--- config.mk ---
export PLATFORM = sky130hd
export DESIGN_NAME = signed_fixed_width_decimal_ascii_flat
export DESIGN_NICKNAME = d
export VERILOG_FILES = /design/src/hw/rtl/sfda_pkg.sv /design/src/hw/rtl/sfda_intf.sv /design/src/hw/rtl/signed_fixed_width_decimal_ascii.sv /design/src/hw/rtl/sfda_dabble.sv /design/src/flat_wrapper.sv
export VERILOG_INCLUDE_DIRS = /design/src /design/src/hw/rtl
export SDC_FILE = /design/constraint.sdc
export NUM_CORES = 1
export LEC_CHECK = 0
export BUFFER_PORTS_ARGS = -buffer_cell sky130_fd_sc_hd__buf_2
export CAP_MARGIN = 40
export CORE_UTILIZATION = 45
export DETAILED_ROUTE_END_ITERATION = 12
export PLACE_DENSITY = 0.76
export SLEW_MARGIN = 20
export SYNTH_ARGS = -nofsm -noshare
export SYNTH_HDL_FRONTEND = slang
export SYNTH_SLANG_ARGS = --single-unit
--- constraint.sdc ---
create_clock -name clk -period 3.1 [get_ports clk]
set_clock_uncertainty 0.15 [all_clocks]
set_input_delay 0.465 -clock clk [delete_from_list [all_inputs] [get_ports clk]]
set_output_delay 0.465 -clock clk [all_outputs]
set_load 0.05 [all_outputs]
--- src/hw/rtl/signed_fixed_width_decimal_ascii_macros.svh ---
// Assertion macros shared by the converter RTL.
// Each macro expects clk and rst_n in scope.
`ifndef SIGNED_FIXED_WIDTH_DECIMAL_ASCII_MACROS_SVH
`define SIGNED_FIXED_WIDTH_DECIMAL_ASCII_MACROS_SVH

// Same-cycle implication, checked outside reset
`define SFDA_ASSERT_NOW(label, cond, expr) \
    label: assert property (@(posedge clk) disable iff (!rst_n) (cond) |-> (expr)) \
        else $error("sfda assertion failed");

// Next-cycle implication, checked outside reset
`define SFDA_ASSERT_NEXT(label, cond, expr) \
    label: assert property (@(posedge clk) disable iff (!rst_n) (cond) |=> (expr)) \
        else $error("sfda assertion failed");

`endif

--- src/hw/rtl/sfda_pkg.sv ---
`timescale 1ns / 1ps

package sfda_pkg;

    // Fixed field widths
    localparam int COUNT_WIDTH = 4;
    localparam int CHAR_WIDTH  = 7;

    // ASCII codes
    localparam logic [CHAR_WIDTH-1:0] ASCII_ZERO  = 7'd48;
    localparam logic [CHAR_WIDTH-1:0] ASCII_MINUS = 7'd45;

    // Sequencer states
    typedef enum logic [1:0] {
        ST_IDLE,
        ST_CONV,
        ST_SIGN,
        ST_DIGIT
    } state_t;

    // Control of the shift-add-3 unit
    typedef struct packed {
        logic clear;
        logic shift;
        logic bit_in;
    } dab_ctrl_t;

endpackage

--- src/hw/rtl/sfda_intf.sv ---
`timescale 1ns / 1ps

interface sfda_item_if
    import sfda_pkg::*;
#(
    parameter int VALUE_WIDTH = 32
) ();
    logic                          valid;
    logic                          ready;
    logic signed [VALUE_WIDTH-1:0] value;
    logic [COUNT_WIDTH-1:0]        digit_count;

    modport source (output valid, output value, output digit_count, input ready);
    modport sink   (input valid, input value, input digit_count, output ready);
endinterface

interface sfda_char_if
    import sfda_pkg::*;
();
    logic                  valid;
    logic                  ready;
    logic [CHAR_WIDTH-1:0] char_code;
    logic                  last;

    modport source (output valid, output char_code, output last, input ready);
    modport sink   (input valid, input char_code, input last, output ready);
endinterface

--- src/hw/rtl/signed_fixed_width_decimal_ascii.sv ---
// Flow: accept, then shift-add-3 conversion of all VALUE_WIDTH bits, then one
// character per cycle (minus sign if negative, then the digits) while the sink is ready.
// Items: a new item is accepted only in idle, once the previous one is through;
// the bit-serial conversion loop runs through the shared BCD unit.
// Reset: rst_n clears the sequencer to idle, no transaction in flight.
`timescale 1ns / 1ps

`include "signed_fixed_width_decimal_ascii_macros.svh"

module signed_fixed_width_decimal_ascii
    import sfda_pkg::*;
#(
    parameter int MAX_DIGITS  = 10,
    parameter int VALUE_WIDTH = 32
) (
    input  logic            clk,
    input  logic            rst_n,
    sfda_item_if.sink       item,
    sfda_char_if.source     chars
);

    localparam int CW = $clog2(MAX_DIGITS + 1);
    localparam int IW = (MAX_DIGITS > 1) ? $clog2(MAX_DIGITS) : 1;
    localparam int SW = (CW > COUNT_WIDTH) ? CW : COUNT_WIDTH;
    localparam int BW = $clog2(VALUE_WIDTH);

    state_t                 state_reg, state_next;
    logic [VALUE_WIDTH-1:0] mag_reg, mag_next;
    logic                   neg_reg, neg_next;
    logic [CW-1:0]          cnt_reg, cnt_next;
    logic [BW-1:0]          bit_cnt_reg, bit_cnt_next;

    logic [VALUE_WIDTH-1:0] raw;
    logic [SW-1:0]          cnt_wide;
    logic [CW-1:0]          cnt_sat;
    logic [CW-1:0]          cnt_dec;
    logic [IW-1:0]          digit_idx;
    logic [3:0]             digits [MAX_DIGITS];
    dab_ctrl_t              dab_ctrl;
    logic                   char_legal;

    // Decode the incoming transaction
    assign raw      = VALUE_WIDTH'(item.value);
    assign cnt_wide = SW'(item.digit_count);
    assign cnt_sat  = (cnt_wide > SW'(MAX_DIGITS)) ? CW'(MAX_DIGITS) : CW'(cnt_wide);
    assign cnt_dec  = cnt_reg - CW'(1);
    assign digit_idx = cnt_dec[IW-1:0];

    sfda_dabble #(
        .MAX_DIGITS (MAX_DIGITS)
    ) u_dabble (
        .clk    (clk),
        .ctrl   (dab_ctrl),
        .digits (digits)
    );

    // Sequence conversion and character emission
    always_comb
    begin
        state_next      = state_reg;
        mag_next        = mag_reg;
        neg_next        = neg_reg;
        cnt_next        = cnt_reg;
        bit_cnt_next    = bit_cnt_reg;
        dab_ctrl.clear  = 1'b0;
        dab_ctrl.shift  = 1'b0;
        dab_ctrl.bit_in = mag_reg[VALUE_WIDTH-1];
        item.ready      = 1'b0;
        chars.valid     = 1'b0;
        chars.char_code = ASCII_MINUS;
        chars.last      = 1'b0;

        unique case (state_reg)
            ST_IDLE:
            begin
                item.ready = 1'b1;
                if (item.valid)
                begin
                    neg_next       = raw[VALUE_WIDTH-1];
                    mag_next       = raw[VALUE_WIDTH-1] ? (~raw + VALUE_WIDTH'(1)) : raw;
                    cnt_next       = cnt_sat;
                    bit_cnt_next   = BW'(VALUE_WIDTH - 1);
                    dab_ctrl.clear = 1'b1;
                    state_next     = ST_CONV;
                end
            end
            ST_CONV:
            begin
                dab_ctrl.shift = 1'b1;
                mag_next       = {mag_reg[VALUE_WIDTH-2:0], 1'b0};
                bit_cnt_next   = bit_cnt_reg - BW'(1);
                if (bit_cnt_reg == '0)
                begin
                    if (neg_reg)
                    begin
                        state_next = ST_SIGN;
                    end
                    else if (cnt_reg == '0)
                    begin
                        state_next = ST_IDLE;
                    end
                    else
                    begin
                        state_next = ST_DIGIT;
                    end
                end
            end
            ST_SIGN:
            begin
                chars.valid     = 1'b1;
                chars.char_code = ASCII_MINUS;
                chars.last      = (cnt_reg == '0);
                if (chars.ready)
                begin
                    state_next = (cnt_reg == '0) ? ST_IDLE : ST_DIGIT;
                end
            end
            ST_DIGIT:
            begin
                chars.valid     = 1'b1;
                chars.char_code = ASCII_ZERO + {3'b000, digits[digit_idx]};
                chars.last      = (cnt_reg == CW'(1));
                if (chars.ready)
                begin
                    cnt_next = cnt_dec;
                    if (cnt_reg == CW'(1))
                    begin
                        state_next = ST_IDLE;
                    end
                end
            end
            default:
            begin
                state_next = ST_IDLE;
            end
        endcase
    end

    // Hold the sequencer state
    always_ff @(posedge clk or negedge rst_n)
    begin
        if (!rst_n)
        begin
            state_reg <= ST_IDLE;
        end
        else
        begin
            state_reg <= state_next;
        end
    end

    // Hold the working value and counters
    always_ff @(posedge clk)
    begin
        mag_reg     <= mag_next;
        neg_reg     <= neg_next;
        cnt_reg     <= cnt_next;
        bit_cnt_reg <= bit_cnt_next;
    end

    // Flag an outgoing code that is a minus sign or a decimal digit
    assign char_legal = (chars.char_code == ASCII_MINUS) ||
                        ((chars.char_code >= ASCII_ZERO) &&
                         (chars.char_code <= ASCII_ZERO + 7'd9));

    `SFDA_ASSERT_NOW(a_ready_excl_valid, item.ready, !chars.valid)
    `SFDA_ASSERT_NEXT(a_accept_busy, item.valid && item.ready, !item.ready)
    `SFDA_ASSERT_NEXT(a_last_frees, chars.valid && chars.ready && chars.last, item.ready)
    `SFDA_ASSERT_NOW(a_char_legal, chars.valid, char_legal)

endmodule

--- src/hw/rtl/sfda_dabble.sv ---
`timescale 1ns / 1ps

module sfda_dabble
    import sfda_pkg::*;
#(
    parameter int MAX_DIGITS = 10
) (
    input  logic       clk,
    input  dab_ctrl_t  ctrl,
    output logic [3:0] digits [MAX_DIGITS]
);

    logic [3:0] bcd_reg  [MAX_DIGITS];
    logic [3:0] bcd_next [MAX_DIGITS];
    logic [3:0] adj      [MAX_DIGITS];

    // Add three to every digit of five or more, then shift one bit in
    always_comb
    begin
        for (int j = 0; j < MAX_DIGITS; j++)
        begin
            adj[j] = (bcd_reg[j] >= 4'd5) ? bcd_reg[j] + 4'd3 : bcd_reg[j];
        end
        for (int j = 0; j < MAX_DIGITS; j++)
        begin
            if (ctrl.clear)
            begin
                bcd_next[j] = 4'd0;
            end
            else if (ctrl.shift)
            begin
                if (j == 0)
                begin
                    bcd_next[j] = {adj[j][2:0], ctrl.bit_in};
                end
                else
                begin
                    bcd_next[j] = {adj[j][2:0], adj[j-1][3]};
                end
            end
            else
            begin
                bcd_next[j] = bcd_reg[j];
            end
        end
    end

    // Hold the decimal digits; carry out of the top digit is dropped
    always_ff @(posedge clk)
    begin
        for (int j = 0; j < MAX_DIGITS; j++)
        begin
            bcd_reg[j] <= bcd_next[j];
        end
    end

    assign digits = bcd_reg;

endmodule
--- src/flat_wrapper.sv ---
// flat-port wrapper written by rule: the top's interface ports become plain ports
module signed_fixed_width_decimal_ascii_flat import sfda_pkg::*;
#(
    parameter int MAX_DIGITS  = 10,
    parameter int VALUE_WIDTH = 32
)
  (clk, rst_n, item_valid, item_value, item_digit_count, item_ready, chars_valid, chars_char_code, chars_last, chars_ready);
  sfda_item_if #(.VALUE_WIDTH(VALUE_WIDTH)) item_i ();
  sfda_char_if chars_i ();
  input  logic clk;
  input  logic rst_n;
  input wire logic [$bits(item_i.valid)-1:0] item_valid;
  input wire logic [$bits(item_i.value)-1:0] item_value;
  input wire logic [$bits(item_i.digit_count)-1:0] item_digit_count;
  output wire logic [$bits(item_i.ready)-1:0] item_ready;
  output wire logic [$bits(chars_i.valid)-1:0] chars_valid;
  output wire logic [$bits(chars_i.char_code)-1:0] chars_char_code;
  output wire logic [$bits(chars_i.last)-1:0] chars_last;
  input wire logic [$bits(chars_i.ready)-1:0] chars_ready;
  assign item_i.valid = item_valid;
  assign item_i.value = item_value;
  assign item_i.digit_count = item_digit_count;
  assign item_ready = item_i.ready;
  assign chars_valid = chars_i.valid;
  assign chars_char_code = chars_i.char_code;
  assign chars_last = chars_i.last;
  assign chars_i.ready = chars_ready;
  signed_fixed_width_decimal_ascii #(.MAX_DIGITS(MAX_DIGITS), .VALUE_WIDTH(VALUE_WIDTH)) u_core (.clk(clk), .rst_n(rst_n), .item(item_i), .chars(chars_i));
endmodule
After elaboration in Yosys (flattened, before gate mapping). Index checks and enable logic that the tools add are counted. Widths: inputs -> output; s select.

Bits in registers: 84. Input port bits: 40. Output and inout port bits: 10. Logic and storage cells: 99.

Add/subtract/negate cells: 14. Magnitude comparators: 12. Equality and inequality tests: 9. Mux-type cells: 37. Bitwise gates (word level): 2. Reductions and logical operators: 10.

Operator list (count): $mux 32 (2); $pmux 32 s2 (1); $mux 4 (14); $ge 4x3->1 const B (10); $add 4x2->4 const B (9); $add 32x1->32 const B (1); $not 32->32 (1); $bmux 4 s4 (1); $mux 2 (7); $pmux 5 s2 (1); $pmux 2 s4 (1); $pmux 4 s2 (1); $add 6x4->7 const A (1); $mux 7 (1); $ne 2x2->1 const B (3); $ge 5x5->1 const B (1); $logic_not 5->1 (1); $mux 1 (5); $mux 5 (1); $not 4->5 (1); $reduce_and 5->1 (1); $sub 5x1->5 const B (1); $eq 2x2->1 const B (2); $eq 4x1->1 const B (1); 13 further kinds (16).

Longest topological paths before layout.
Word-level depth: 7. Mapped depth: 10. Mapped depth without buffers: 7.

Cells and area by module. A second synthesis with hierarchy kept.

Cell total of the unflattened synthesis: 595. Area total of the unflattened synthesis: 5450.2 um^2.

By module, submodules not included: signed_fixed_width_decimal_ascii (instances 1, cells an instance 299, area an instance 3039.2 um^2, sequential area each 1311.3 um^2); sfda_dabble (instances 1, cells an instance 296, area an instance 2411.1 um^2, sequential area each 800.8 um^2).

Least setup slack after synthesis. Ideal clock, no wire load.

Kind: reg-to-output. From: reg u_core.cnt_reg[0]. To: out chars_char_code[0]. Data arrival time: 2945 ps. Required time: 2485 ps. Path slack: -460 ps. Cell stages (with the launch flop): 9. Buffers on the path: 3. Path through: edfxtp_1 -> clkbuf_1 -> buf_1 -> inv_1 -> ha_1 -> clkbuf_1 -> mux4_2 -> mux2i_1 -> o221ai_1.

Longest elaborated chain between the ends: 7.

Ends and longest elaborated chain: from (decl) (RTL line signed_fixed_width_decimal_ascii.sv:30) `logic [CW-1:0] cnt_reg, cnt_next;`; from (signal assigned) (RTL line signed_fixed_width_decimal_ascii.sv:157) `cnt_reg <= cnt_next;`; $sub 4x1->4 (RTL line signed_fixed_width_decimal_ascii.sv:46) `assign cnt_dec = cnt_reg - CW'(1);`; $not 4->5 (not written as such) (RTL line signed_fixed_width_decimal_ascii.sv:121) `chars.char_code = ASCII_ZERO + {3'b000, digits[digit_idx]};`; $bmux 4 s4 (RTL line signed_fixed_width_decimal_ascii.sv:121); $mux 4 (not written as such) (2 in series) (RTL line signed_fixed_width_decimal_ascii.sv:121); $add 6x4->7 (RTL line signed_fixed_width_decimal_ascii.sv:121); $mux 7 (RTL line signed_fixed_width_decimal_ascii.sv:73) `unique case (state_reg)`; to (decl) (RTL line flat_wrapper.sv:17) `output wire logic [$bits(chars_i.char_code)-1:0] chars_char_code;`.

Every way passes these cells. The select of a mux whose other input is x is not followed.

Worst setup path after layout. Same ends and word-level chain as after synthesis.

==> out/results.ini <==
[pwr]
p_comb_frac=0.465
p_per_area_nw_per_um2=1063
p_sw_mw=2.648
irDropWorstVdd_uv=620.1
clkPwrFrac=0.160
pwr-share-seq=0.374
total_power_mw=6.221
sw_frac_of_total=0.4257
p_int_mw=3.572
leakage_nw=2.274

[grt]
grt_max_degree=57
grt_pass1_wl_um=18770
antenna_found_initial=0
track_usage=0.2023
grt_pass1_vias=4167
grt-ovfl-total=0

[sta]
slew-limit-headroom=0.6068
fin_hold_ws_ps=272.7
worst_slack_ps=147.0
tightest_slew_ps=588.4
rsz0062_at_grt=no
fmax_mhz=338.6
finalCritPeriodShare=0.9526
setup_viol=0
min_period_ps=2953
drv_slew=0
hold_viol=0
tns_ps=0

[cells_and_area]
ff_latch_area_um2=2112
final_nets=674
largest_reg_flops=40
drive_above_1_share=0.1547
fillers=981
fin_area_um2=5853
antenna_cells=0
area_growth_pct=13.13
multiInputGateArea_um2=2855

[synth]
yosysMostFrequentCell=o21ai_0
syn_area_per_cell_um2=9.029
synth.top_cell.area_share=0.2438
synth_cells=573
synth_common_cells=o21ai_0 (64), nand2_1 (55), a21oi_1 (46)
syn-num-nets=638
seq_area_frac_synth=0.4082
ys_ff_latch=84
synth-main-ff-cell=edfxtp_1
ys_types=47
synth.area.top_cells=edfxtp_1 (24%), dfxtp_1 (15%), xor2_1 (6.4%)
synth-edff-count=42
synth-warning-count=0
synthesis.area_um2=5174
async_flop_share=0.02381
post-synth-top-area-cell=edfxtp_1

[worst_setup_path]
worstSetupStartpointType=flip-flop
cp.arrival_ps=2340
endpoint_kind=primary output
criticalPathCategory=flip-flop to primary output
crit_fanout=16
reg2regPathDepth=4
worst_ep_required_time_ps=2480

[clocking]
clk_pin_slew_ps=60
clock_path_buffers=2
ctsRootBufferMaster=clkbuf_16
cts.sink_count=84
postCtsSetupRepairBufs=0
cts_buffers=9
insertion_delay_ps=340
tritoncts=yes
htree_num_levels=3

[outcome]
status=complete, no violations

[floorplanning]
rows=38
die_x_um=109.2
dieArea_um2=11930
initial_utilization=0.4690
die_h_um=109.2
io_pins=50
core_region_area_um2=11030

[route]
drtAntennaViolNets=0
first_iter_violations=232
wl_um=11330
vias_per_cell=5.735
drc=0
first_pass_iters=4
vias=4324
wl_per_cell_um=15.03

[worst_hold_path]
hold_path.class=input port to flip-flop
hold_depth=3

[placed_design]
post-place-ws_ps=388.2
dp_hpwl_um=8060
io_buffers=47
dpl_cell_area_um2=5572
gp_congestion=0.8582

[flow_run]
maxCapViolations=0

-- routing by layer --
metal	track usage	vias to the layer above	wire [um]	share of wire
met4	0.08286	0	157	0.014
met3	0.05021	13	600	0.053
met5	0	-	0	0
met1	0.2383	2055	5014	0.44
li1	-	2124	-	-
met2	0.3504	132	5559	0.49
-- metrics by stage --
stage | std cells | utilization
6_report | 754 | 0.5306
5_1_grt | 754 | 0.5306
4_1_cts | 754 | 0.5304
3_5_place_dp | 737 | 0.5051
3_3_place_gp | 737 | 0.5051
2_1_floorplan | 573 | -
-- power by group through the flow --
stage                     Combinational (mW)  Sequential, mW  Clock (mW)
after CTS                               2.90            2.32        1.02
after detailed placement                2.89            2.34           0
after global routing                    3.26            2.40        1.07
after global placement                  2.75            2.31           0
after floorplan                         2.30            2.18           0
final                                   2.89            2.33       0.998
-- area by class of cell --
| class | instances | area share |
|---|---|---|
| multi-input combinational | 427 | 0.4878 |
| timing repair buffer | 58 | 0.05686 |
| inverter | 29 | 0.01860 |
| clock inverter | 2 | 0.001924 |
| sequential | 84 | 0.3608 |
| clock buffer | 14 | 0.04404 |
| tap | 140 | 0.02993 |
-- cells in the final DEF (no fill, tap or decap), drive strengths merged, types with 2 or more instances in the layout --
master  instances
o21ai          72
buf            57
nand2          55
a21oi          46
edfxtp         42
dfxtp          40
nor2           39
xor2           38
nand3          34
inv            29
ha             25
xnor2          14
nand2b         14
clkbuf         14
o32ai          10
o31ai           9
mux2i           8
mux4            8
o41ai           8
nor3            6
or3             5
nor4            5
or4             5
o221ai          3
nand3b          3
nand4           3
nor2b           3
nand4b          2
conb            2
dfrtp           2
clkinv          2
-- final timing paths --
check	slack, ps	startpoint	endpoint
max	150	u_core.cnt_reg[0]$_DFFE_PP_	chars_char_code[0]
max reg2reg	990	u_core.state_reg[1]$_DFFE_PN0P_	u_core.u_dabble.digits[15]$_SDFFE_PP0P_
max in group asynchronous	2430	rst_n	u_core.state_reg[1]$_DFFE_PN0P_
min reg2reg	300	u_core.mag_reg[31]$_DFFE_PP_	u_core.u_dabble.digits[36]$_SDFFE_PP0P_
min in group asynchronous	280	rst_n	u_core.state_reg[0]$_DFFE_PN0P_
min	270	item_digit_count[0]	u_core.cnt_reg[0]$_DFFE_PP_
-- critical path: stages, from the launching register on --
cell	delay, ps
edfxtp_1	400
buf_4	240
nor3_1	230
xor2_1	230
buf_4	190
nand3_1	170
o221ai_2	240
buf_2	290
-- kinds of logic after synthesis --
family          Yosys count  share of synthesized area
simple gates            177                     0.1637
flops                    84                     0.4082
xor+xnor                 52                    0.08803
buf+inv                  62                    0.04788
compound gates          154                     0.1778
other cells               2                   0.001452
fa+ha+maj                25                    0.06046
mux                      17                    0.05248
-- what timing repair did --
item                                    4_1_cts  5_1_grt
resized for setup                             0        1
endpoints found under the hold margin         2        0
endpoints found under the setup margin        0        1
hold buffers                                  1        0
Note: power is estimated with default switching activity, not from simulation.
